[config.mk]
export PLATFORM = sky130hd
export DESIGN_NAME = hashed_timer_wheel_unit
export DESIGN_NICKNAME = d
export VERILOG_FILES = /design/src/rtl/core/htw_pkg.sv /design/src/rtl/core/hashed_timer_wheel_unit.sv /design/src/rtl/core/htw_ram.sv /design/src/rtl/core/htw_div.sv
export SDC_FILE = /design/constraint.sdc
export NUM_CORES = 2
export LEC_CHECK = 0
export ABC_AREA = 1
export BUFFER_PORTS_ARGS = -buffer_cell sky130_fd_sc_hd__buf_4
export CAP_MARGIN = 25
export CORE_MARGIN = 1.5
export CORE_UTILIZATION = 50
export DETAILED_ROUTE_END_ITERATION = 8
export GPL_TIMING_DRIVEN = 1
export PLACE_DENSITY = 0.71
export REMOVE_ABC_BUFFERS = 1
export SYNTH_ARGS = -nofsm -noshare
export SYNTH_HDL_FRONTEND = slang
export SYNTH_SLANG_ARGS = --single-unit
[constraint.sdc]
create_clock -name clk -period 7.2 [get_ports clk]
set_clock_uncertainty 0.2 [all_clocks]
set_input_delay 0 -clock clk [delete_from_list [all_inputs] [get_ports clk]]
set_output_delay 0 -clock clk [all_outputs]
set_load 0.05 [all_outputs]
[src/rtl/core/htw_pkg.sv]
// Package for the hashed timer wheel: request and result types, command kinds.
// No dependencies; every file of the block imports it.
package htw_pkg;

	localparam logic [2:0] KIND_TICK    = 3'd0;
	localparam logic [2:0] KIND_ADD     = 3'd1;
	localparam logic [2:0] KIND_MODIFY  = 3'd2;
	localparam logic [2:0] KIND_DELETE  = 3'd3;
	localparam logic [2:0] KIND_SUSPEND = 3'd4;

	typedef struct packed {
		logic [2:0]  kind;
		logic [4:0]  timer_id;
		logic [31:0] interval;
		logic        repeat_req;
	} req_t;

	typedef struct packed {
		logic       fired;
		logic [4:0] expired_timer;
		logic       last;
	} res_t;

	typedef struct packed {
		logic        start;
		logic [31:0] dividend;
		logic [31:0] divisor;
	} div_cmd_t;

	typedef struct packed {
		logic        busy;
		logic        done;
		logic [31:0] quotient;
	} div_stat_t;

endpackage

[src/rtl/core/hashed_timer_wheel_unit.sv]
// Top level of the hashed timer wheel: command sequencer, tick scan, result register.
// Depends on htw_pkg, htw_ram (timer entry store) and htw_div (shared divider).
//
//  channel  direction  handshake            payload
//  req      in         req_valid/req_stall  req   (req_t)
//  res      out        res_valid/res_stall  res   (res_t)
//  cfg      in         cfg_we               cfg_wdata (slot interval)
//
// A delete, suspend or ignored request completes in the cycle that accepts it. An add or
// modify goes through the accepting cycle with the entry read, a divider start, the run of
// the shared divider (interval by slot interval), then a step splitting the tick
// count into rotation and slot by a reciprocal multiply and a write-back step.
// A tick goes through the accepting cycle, a scan step per timer entry plus a check step
// for each entry that is enabled, a divider run, split and write-back for each repeating
// timer that expires, and then the end-of-scan check and the closing step.
// Reset clears the wheel position and the present/enabled bits at once; no clearing pass.
// A stall on res holds the scan only when a second expiry is found while the result
// register is still full, and holds the closing cycle until the result register frees.
module hashed_timer_wheel_unit import htw_pkg::*; #(
	parameter int SLOTS  = 64,
	parameter int TIMERS = 32
) (
	input  logic        clk,
	input  logic        arst_n,
	input  logic        req_valid,
	output logic        req_stall,
	input  req_t        req,
	output logic        res_valid,
	input  logic        res_stall,
	output res_t        res,
	input  logic        cfg_we,
	input  logic [31:0] cfg_wdata
);

	localparam int SW   = $clog2(SLOTS);
	localparam int IDXW = TIMERS > 1 ? $clog2(TIMERS) : 1;
	// entry layout: repeat | interval | slot | rotation
	localparam int EW   = 1 + 32 + SW + 32;
	localparam int ROT_LO = 0;
	localparam int SLT_LO = 32;
	localparam int IVL_LO = 32 + SW;
	localparam int REP_B  = 64 + SW;
	// ceil(2^(32+SW) / SLOTS): exact quotient by SLOTS for any 32-bit tick count
	localparam logic [32:0] RECIP =
		33'(((64'd1 << (32 + SW)) + 64'(SLOTS) - 64'd1) / 64'(SLOTS));

	typedef enum logic [7:0] {
		ST_IDLE = 8'b00000001,
		ST_CMD  = 8'b00000010,
		ST_SCAN = 8'b00000100,
		ST_CHK  = 8'b00001000,
		ST_ARM1 = 8'b00010000,
		ST_ARM2 = 8'b00100000,
		ST_ARM3 = 8'b01000000,
		ST_FIN  = 8'b10000000
	} state_t;

	state_t           state_q;
	logic [31:0]      slot_interval_q;
	logic [SW-1:0]    cur_q;
	logic [TIMERS-1:0] present_q;
	logic [TIMERS-1:0] enabled_q;
	logic [IDXW:0]    idx_q;
	logic [IDXW-1:0]  arm_addr_q;
	logic [31:0]      arm_ivl_q;
	logic             arm_rep_q;
	logic             arm_tick_q;
	logic             cmd_rep_q;
	logic [31:0]      ticks_q;
	logic [31:0]      arm_quo_q;
	logic [SW-1:0]    arm_rem_q;
	logic             pend_v_q;
	logic [4:0]       pend_id_q;
	logic             res_valid_q;
	res_t             res_q;

	logic             req_take;
	logic             id_ok;
	logic [IDXW-1:0]  req_addr;
	logic [IDXW-1:0]  scan_addr;
	logic             out_free;
	logic             out_load;
	res_t             out_data;
	logic             ram_we;
	logic [IDXW-1:0]  ram_waddr;
	logic [EW-1:0]    ram_wdata;
	logic             ram_re;
	logic [IDXW-1:0]  ram_raddr;
	logic [EW-1:0]    ram_rdata;
	div_cmd_t         div_cmd;
	div_stat_t        div_stat;
	logic [31:0]      si;
	logic [31:0]      ticks_n;
	logic [64:0]      arm_prod;
	logic [31:0]      quo_n;
	logic [SW-1:0]    rem_n;
	logic [SW:0]      slot_sum;
	logic [SW-1:0]    slot_n;
	logic [31:0]      rot_n;
	logic [SW-1:0]    e_slot;
	logic [31:0]      e_rot;
	logic [31:0]      e_ivl;
	logic             e_rep;
	logic             hit;
	logic             fire;

	htw_ram #(.WIDTH(EW), .DEPTH(TIMERS)) u_ram (
		.clk   (clk),
		.we    (ram_we),
		.waddr (ram_waddr),
		.wdata (ram_wdata),
		.re    (ram_re),
		.raddr (ram_raddr),
		.rdata (ram_rdata)
	);

	htw_div u_div (
		.clk    (clk),
		.arst_n (arst_n),
		.cmd    (div_cmd),
		.stat   (div_stat)
	);

	assign req_stall = state_q != ST_IDLE;
	assign req_take  = req_valid && !req_stall;
	assign id_ok     = {2'b00, req.timer_id} < 7'(TIMERS);
	assign req_addr  = IDXW'(req.timer_id);
	assign scan_addr = idx_q[IDXW-1:0];
	assign out_free  = !res_valid_q || !res_stall;
	assign si        = (slot_interval_q == 32'd0) ? 32'd1 : slot_interval_q;

	// fields of the entry read in the previous cycle
	assign e_rot  = ram_rdata[ROT_LO +: 32];
	assign e_slot = ram_rdata[SLT_LO +: SW];
	assign e_ivl  = ram_rdata[IVL_LO +: 32];
	assign e_rep  = ram_rdata[REP_B];
	assign hit    = e_slot == cur_q;
	assign fire   = hit && (e_rot == 32'd0);

	// arm arithmetic: minimum of one tick, then rotation and slot offset by SLOTS
	assign ticks_n  = (div_stat.quotient == 32'd0) ? 32'd1 : div_stat.quotient;
	assign arm_prod = {33'd0, ticks_q} * {32'd0, RECIP};
	assign quo_n    = 32'(arm_prod >> (32 + SW));
	// the remainder is below SLOTS, so its low SW bits are all of it
	assign rem_n    = ticks_q[SW-1:0] - SW'(quo_n[SW-1:0] * SW'(SLOTS));
	assign slot_sum = {1'b0, cur_q} + {1'b0, arm_rem_q};
	assign slot_n   = (slot_sum >= (SW+1)'(SLOTS)) ? SW'(slot_sum - (SW+1)'(SLOTS))
	                                                : slot_sum[SW-1:0];
	assign rot_n    = (arm_tick_q && slot_n == cur_q && arm_quo_q != 32'd0)
	                ? arm_quo_q - 32'd1 : arm_quo_q;

	always_comb begin
		ram_re    = 1'b0;
		ram_raddr = scan_addr;
		ram_we    = 1'b0;
		ram_waddr = scan_addr;
		ram_wdata = ram_rdata;
		div_cmd   = '0;
		out_load  = 1'b0;
		out_data  = '0;
		unique case (state_q)
			ST_IDLE: begin
				ram_re    = req_take;
				ram_raddr = req_addr;
			end
			ST_CMD: begin
				div_cmd.start    = 1'b1;
				div_cmd.dividend = arm_ivl_q;
				div_cmd.divisor  = si;
			end
			ST_SCAN: begin
				ram_re = (idx_q != (IDXW+1)'(TIMERS)) && present_q[scan_addr]
				      && enabled_q[scan_addr];
			end
			ST_CHK: begin
				if (hit && !fire) begin
					// count the rotation down
					ram_we    = 1'b1;
					ram_wdata[ROT_LO +: 32] = e_rot - 32'd1;
				end
				if (fire && (!pend_v_q || out_free)) begin
					out_load = pend_v_q;
					out_data = '{fired: 1'b1, expired_timer: pend_id_q, last: 1'b0};
					if (e_rep) begin
						div_cmd.start    = 1'b1;
						div_cmd.dividend = e_ivl;
						div_cmd.divisor  = si;
					end
				end
			end
			ST_ARM3: begin
				ram_we    = 1'b1;
				ram_waddr = arm_addr_q;
				ram_wdata = {arm_rep_q, arm_ivl_q, slot_n, rot_n};
			end
			ST_FIN: begin
				out_load = out_free;
				out_data = pend_v_q
				         ? '{fired: 1'b1, expired_timer: pend_id_q, last: 1'b1}
				         : '{fired: 1'b0, expired_timer: 5'd0, last: 1'b1};
			end
			default: ;
		endcase
	end

	always_ff @(posedge clk or negedge arst_n) begin
		if (!arst_n) begin
			state_q         <= ST_IDLE;
			slot_interval_q <= 32'd1;
			cur_q           <= '0;
			present_q       <= '0;
			enabled_q       <= '0;
			idx_q           <= '0;
			pend_v_q        <= 1'b0;
			res_valid_q     <= 1'b0;
		end else begin
			if (cfg_we) begin
				slot_interval_q <= cfg_wdata;
			end
			if (out_load) begin
				res_valid_q <= 1'b1;
			end else if (!res_stall) begin
				res_valid_q <= 1'b0;
			end
			unique case (state_q)
				ST_IDLE: begin
					if (req_take) begin
						idx_q <= '0;
						priority if (req.kind == KIND_TICK) begin
							state_q <= ST_SCAN;
						end else if (!id_ok) begin
							state_q <= ST_IDLE;
						end else if (req.kind == KIND_ADD) begin
							state_q <= ST_CMD;
						end else if (req.kind == KIND_MODIFY) begin
							if (present_q[req_addr]) begin
								state_q <= ST_CMD;
							end
						end else if (req.kind == KIND_DELETE) begin
							present_q[req_addr] <= 1'b0;
							enabled_q[req_addr] <= 1'b0;
						end else if (req.kind == KIND_SUSPEND) begin
							enabled_q[req_addr] <= 1'b0;
						end else begin
							// drop unknown kinds
							state_q <= ST_IDLE;
						end
					end
				end
				ST_CMD: begin
					state_q <= ST_ARM1;
				end
				ST_SCAN: begin
					if (idx_q == (IDXW+1)'(TIMERS)) begin
						state_q <= ST_FIN;
					end else if (present_q[scan_addr] && enabled_q[scan_addr]) begin
						state_q <= ST_CHK;
					end else begin
						idx_q <= idx_q + 1'b1;
					end
				end
				ST_CHK: begin
					if (!fire) begin
						idx_q   <= idx_q + 1'b1;
						state_q <= ST_SCAN;
					end else if (!pend_v_q || out_free) begin
						pend_v_q <= 1'b1;
						if (e_rep) begin
							state_q <= ST_ARM1;
						end else begin
							// drop the one-shot timer
							present_q[scan_addr] <= 1'b0;
							enabled_q[scan_addr] <= 1'b0;
							idx_q   <= idx_q + 1'b1;
							state_q <= ST_SCAN;
						end
					end
				end
				ST_ARM1: begin
					if (div_stat.done) begin
						state_q <= ST_ARM2;
					end
				end
				ST_ARM2: begin
					state_q <= ST_ARM3;
				end
				ST_ARM3: begin
					present_q[arm_addr_q] <= 1'b1;
					enabled_q[arm_addr_q] <= 1'b1;
					if (arm_tick_q) begin
						idx_q   <= idx_q + 1'b1;
						state_q <= ST_SCAN;
					end else begin
						state_q <= ST_IDLE;
					end
				end
				ST_FIN: begin
					if (out_free) begin
						pend_v_q <= 1'b0;
						cur_q    <= (cur_q == SW'(SLOTS - 1)) ? '0 : cur_q + 1'b1;
						state_q  <= ST_IDLE;
					end
				end
				default: state_q <= ST_IDLE;
			endcase
		end
	end

	// payload registers: arm context, pending result, result register
	always_ff @(posedge clk) begin
		if (out_load) begin
			res_q <= out_data;
		end
		if (state_q == ST_IDLE && req_take) begin
			arm_addr_q <= req_addr;
			arm_ivl_q  <= req.interval;
			cmd_rep_q  <= req.repeat_req;
			arm_tick_q <= 1'b0;
		end
		if (state_q == ST_CMD) begin
			// a re-add keeps the stored repeat flag
			arm_rep_q <= present_q[arm_addr_q] ? e_rep : cmd_rep_q;
		end
		if (state_q == ST_CHK && fire && (!pend_v_q || out_free)) begin
			pend_id_q  <= 5'(scan_addr);
			arm_addr_q <= scan_addr;
			arm_ivl_q  <= e_ivl;
			arm_rep_q  <= 1'b1;
			arm_tick_q <= 1'b1;
		end
		if (state_q == ST_ARM1 && div_stat.done) begin
			ticks_q <= ticks_n;
		end
		if (state_q == ST_ARM2) begin
			arm_quo_q <= quo_n;
			arm_rem_q <= rem_n;
		end
	end

	assign res_valid = res_valid_q;
	assign res       = res_q;

	// pending expiry never outlives its tick
	a_pend_idle: assert property (@(posedge clk) disable iff (!arst_n)
		(state_q == ST_IDLE) |-> !pend_v_q)
		else $error("pending expiry left over after tick");

	// divider runs only for an arm sequence
	a_div_owner: assert property (@(posedge clk) disable iff (!arst_n)
		div_stat.busy |-> (state_q == ST_ARM1))
		else $error("divider busy outside arm sequence");

	// an enabled timer is always present
	a_en_present: assert property (@(posedge clk) disable iff (!arst_n)
		(enabled_q & ~present_q) == '0)
		else $error("enabled timer without present bit");

	// closing a tick advances the wheel
	a_advance: assert property (@(posedge clk) disable iff (!arst_n)
		(state_q == ST_FIN && out_free) |=> (cur_q != $past(cur_q)))
		else $error("wheel did not advance on tick");

	// divide result is latched before the rotation and slot are split off
	a_ticks: assert property (@(posedge clk) disable iff (!arst_n)
		(state_q == ST_ARM1 && div_stat.done) |=> (ticks_q != 32'd0))
		else $error("zero tick count after first divide");

endmodule

[src/rtl/core/htw_ram.sv]
// Generic single-write, single-read synchronous RAM with registered read data.
// Depends on htw_pkg only by house convention.
module htw_ram import htw_pkg::*; #(
	parameter int WIDTH = 8,
	parameter int DEPTH = 32
) (
	input  logic                                   clk,
	input  logic                                   we,
	input  logic [(DEPTH > 1 ? $clog2(DEPTH) : 1)-1:0] waddr,
	input  logic [WIDTH-1:0]                       wdata,
	input  logic                                   re,
	input  logic [(DEPTH > 1 ? $clog2(DEPTH) : 1)-1:0] raddr,
	output logic [WIDTH-1:0]                       rdata
);

	logic [WIDTH-1:0] mem_q [DEPTH];

	always_ff @(posedge clk) begin
		if (we) begin
			mem_q[waddr] <= wdata;
		end
		if (re) begin
			rdata <= mem_q[raddr];
		end
	end

endmodule

[src/rtl/core/htw_div.sv]
// Restoring 32-bit unsigned divider, one quotient bit per cycle.
// Depends on htw_pkg for the command and status structs.
module htw_div import htw_pkg::*; (
	input  logic      clk,
	input  logic      arst_n,
	input  div_cmd_t  cmd,
	output div_stat_t stat
);

	logic [31:0] rem_q;
	logic [31:0] quo_q;
	logic [31:0] dvsr_q;
	logic [4:0]  cnt_q;
	logic        busy_q;
	logic        done_q;
	logic [32:0] shifted;
	logic        fits;

	assign shifted = {rem_q, quo_q[31]};
	assign fits    = shifted >= {1'b0, dvsr_q};

	always_ff @(posedge clk or negedge arst_n) begin
		if (!arst_n) begin
			busy_q <= 1'b0;
			done_q <= 1'b0;
			cnt_q  <= '0;
		end else begin
			done_q <= 1'b0;
			if (cmd.start) begin
				busy_q <= 1'b1;
				cnt_q  <= '0;
			end else if (busy_q) begin
				cnt_q <= cnt_q + 5'd1;
				if (cnt_q == 5'd31) begin
					busy_q <= 1'b0;
					done_q <= 1'b1;
				end
			end
		end
	end

	always_ff @(posedge clk) begin
		if (cmd.start) begin
			rem_q  <= '0;
			quo_q  <= cmd.dividend;
			dvsr_q <= cmd.divisor;
		end else if (busy_q) begin
			rem_q <= 32'(fits ? shifted - {1'b0, dvsr_q} : shifted);
			quo_q <= {quo_q[30:0], fits};
		end
	end

	assign stat.busy     = busy_q;
	assign stat.done     = done_q;
	assign stat.quotient = quo_q;

endmodule
==> metrics <==
syn_area_per_cell 10.5 µm²; fillers 18500; critical path's top delay family simple AND/OR/NAND/NOR gates; initial antenna violation count 11; Syn Std Cell Area 116000 µm²; Chip Height 486 µm; Routability Congestion 0.970; hold buffer count at cts 228; post-synth top area cell edfxtp_1; 1st-pass router iterations 7; fmax 189 MHz; GRT overflow 0; vias in the first global route 82100; Vias per Instance 5.89; proportion of layout cells with a drive suffix above 1 7.29%; Synth Flop Type edfxtp_1; Chip Width 486 µm; top area cells in the synthesized netlist edfxtp_1 65%, nand2_1 12%, nand3_1 10%, dfrtp_1 2.6%, inv_1 2.6%; Hold Path Stages 4; crit path cell chain nor2_2 > nand2_2 > nor2_4 > inv_2 > nor2_1 > nand2_1 > nand2_1 > nand3_1 > nor2_4 > buf_4; Initial Util 50.5%; arrival time at the worst endpoint 5.66 ns; total track usage 28.9%; CTS Buffer Depth 4; YS warnings 0; CTS tree done; Clock Tree Root clkbuf_16; register area share after synthesis 68.3%; Layout area overhead 13.8%; reg2reg path depth 10; hold crit path type input port to flip-flop; Power Density 424 nW/µm²; instance count on the critical path 10; most frequent cells in the layout 3616 x nand2_1, 2521 x edfxtp_1, 2320 x nand3_1; period utilization 73.5%; final net count 11400; Worst setup EP type flip-flop; # H-tree levels 5; die area 236000 µm²; worst skew pair latency 0.96 ns; simple-gate share of the synthesized area 23.5%; max_cap viols 0; port bufs 86; Clock Sinks 2680; Core Footprint 231000 µm²; Fin. Hold Viols 0; # DRC 0; Slew @ Worst Pin 1.14 ns; VDD IR-drop max 0.432 mV; mux cell area share after synthesis 0.00860%; status finished clean; CTS buffer count 294; Slew Limit Fails 0; total design power 56.2 mW; via count 85600; post-CTS sizing 0; Post-synth EDFFs 2521; post-layout util 57.4%; Leakage 50.5 nW; most common cell after layout, fill and taps aside nand2_1; crit path launch type flip-flop; IO Count 87; CP bufs+invs 2; clk slew on worst S/H paths 0.06 ns; critical path class flip-flop to flip-flop; drt initial violations 12000; Post CTS Setup Buffer Count 0; DP HPWL 189 mm; largest family of logic cells by synthesized area simple AND/OR/NAND/NOR gates; top-area cell type share of the netlist area 65.0%; Cell Rows 176; Post-synth ARST share 4.66%; critical path peak fanout 25; Compound-Gate Fraction of Synth Area 1.94%; Distinct cells, synth 49; Synth Area in Adders 0.539%; first-pass GRT wire length 515 mm; antenna-violating nets left 0; Post-Synth XOR/XNOR Area 0.538%; slowest stage delay, CP 1.11 ns; RSZ-0062 raised after global routing no; largest net degree at the start of global routing 200; Setup Viol. Count Final 0; post-synthesis register bit count 2680; average wire per cell in the routed design 23.9 µm; Worst EP required 7.56 ns; CP max stage cell nor2_4; Final Critical Period 5.29 ns; Syn Inst Count 11100; slew margin rel. 23.9%; Total Wirelength 347 mm
-- synth_stat cells, drive strengths merged (40+ instances only) --
master and count:
inv 827, dfrtp 123, nor2 316, nand2 3621, o21ai 266, buf 476, a21oi 88, o211ai 40
nor3 41, clkbuf 160, ha 47, nand3 2324, xnor2 40, edfxtp 2521, nand4 50
-- worst paths after layout --
path,endpoint,start,slack (ns)
max,u_ram.mem_q[10][8],state_q[7],1.91
min,arm_addr_q[0],req[33],0.13
max reg2reg,u_ram.mem_q[10][8],state_q[7],1.91
min reg2reg,arm_quo_q[8],ticks_q[14],0.22
max in group asynchronous,slot_interval_q[0],arst_n,5.69
min in group asynchronous,slot_interval_q[19],arst_n,0.49
-- final cells by class --
cell class	instances	area (µm²)	area share, %
flip-flops and latches	2680	79500	60.0
multi-input cells	6936	31300	23.6
clock buffers	352	7710	5.82
repair buffers	545	5540	4.18
well taps	3026	3790	2.86
inverters	829	3130	2.37
clock inverters	151	1520	1.14
diodes	6	15.0	0.0113
-- flip-flops by register name (all words and copies together), names as in the netlist, 6 cells and up --
signal,count
res,7
state_q,8
arm_quo_q,26
idx_q,6
enabled_q,32
u_div.dvsr_q,32
u_ram.mem_q,2272
present_q,32
arm_rem_q,6
arm_ivl_q,32
u_div.quo_q,32
u_ram.rdata,71
slot_interval_q,32
ticks_q,32
u_div.rem_q,32
cur_q,6
-- worst register-to-register path: stages, from the launching register on --
cell     delay [ns]
dfrtp_1        0.40
nor2_2         0.17
nand2_2        0.14
nor2_4         0.52
inv_2          0.35
nor2_1         0.26
nand2_1        0.23
nand2_1        0.26
nand3_1        0.67
nor2_4         1.11
buf_4          0.58
-- logic make-up (layout without fill, tap and decap cells) --
kind of cell             Yosys count  count (layout)
AND/OR/NAND/NOR                 6400            6400
flip-flops                      2680            2680
buffers and inverters           1465            1877
AO/OA/AOI/OAI                    416             416
XOR/XNOR                          70              70
adder cells (fa/ha/maj)           49              49
multiplexers                       1               1
other                              0               6
-- per-layer routing --
metal | up-vias | global-route usage, % | wire length (µm)
met3 | 834 | 5.70 | 37600
li1 | 38100 | - | -
met4 | 8 | 10.6 | 12900
met5 | - | 0.286 | 128
met2 | 5241 | 46.0 | 162000
met1 | 41300 | 39.4 | 135000
-- power by group --
part | switching (mW) | leakage [nW] | total [mW] | internal (mW)
sequential | 0.789 | 24.4 | 20.9 | 20.1
combinational | 15.0 | 21.6 | 20.6 | 5.56
clock | 6.07 | 4.50 | 14.7 | 8.62
-- per-stage QoR --
stage               cell area [µm²]  setup WS [ns]  setup TNS, ns  hold slack (ns)  instances
CTS                          132000           2.01              0           0.0704      14500
finish                       133000           1.91              0            0.128      14500
global placement             120000           2.04              0           -0.115      13800
global route                 132000           1.73              0            0.129      14500
floorplan                    113000         -13.73       -3357.90           -0.496      10400
detailed placement           120000           2.02              0          -0.0988      13800
Note: power is estimated with default switching activity, not from simulation.
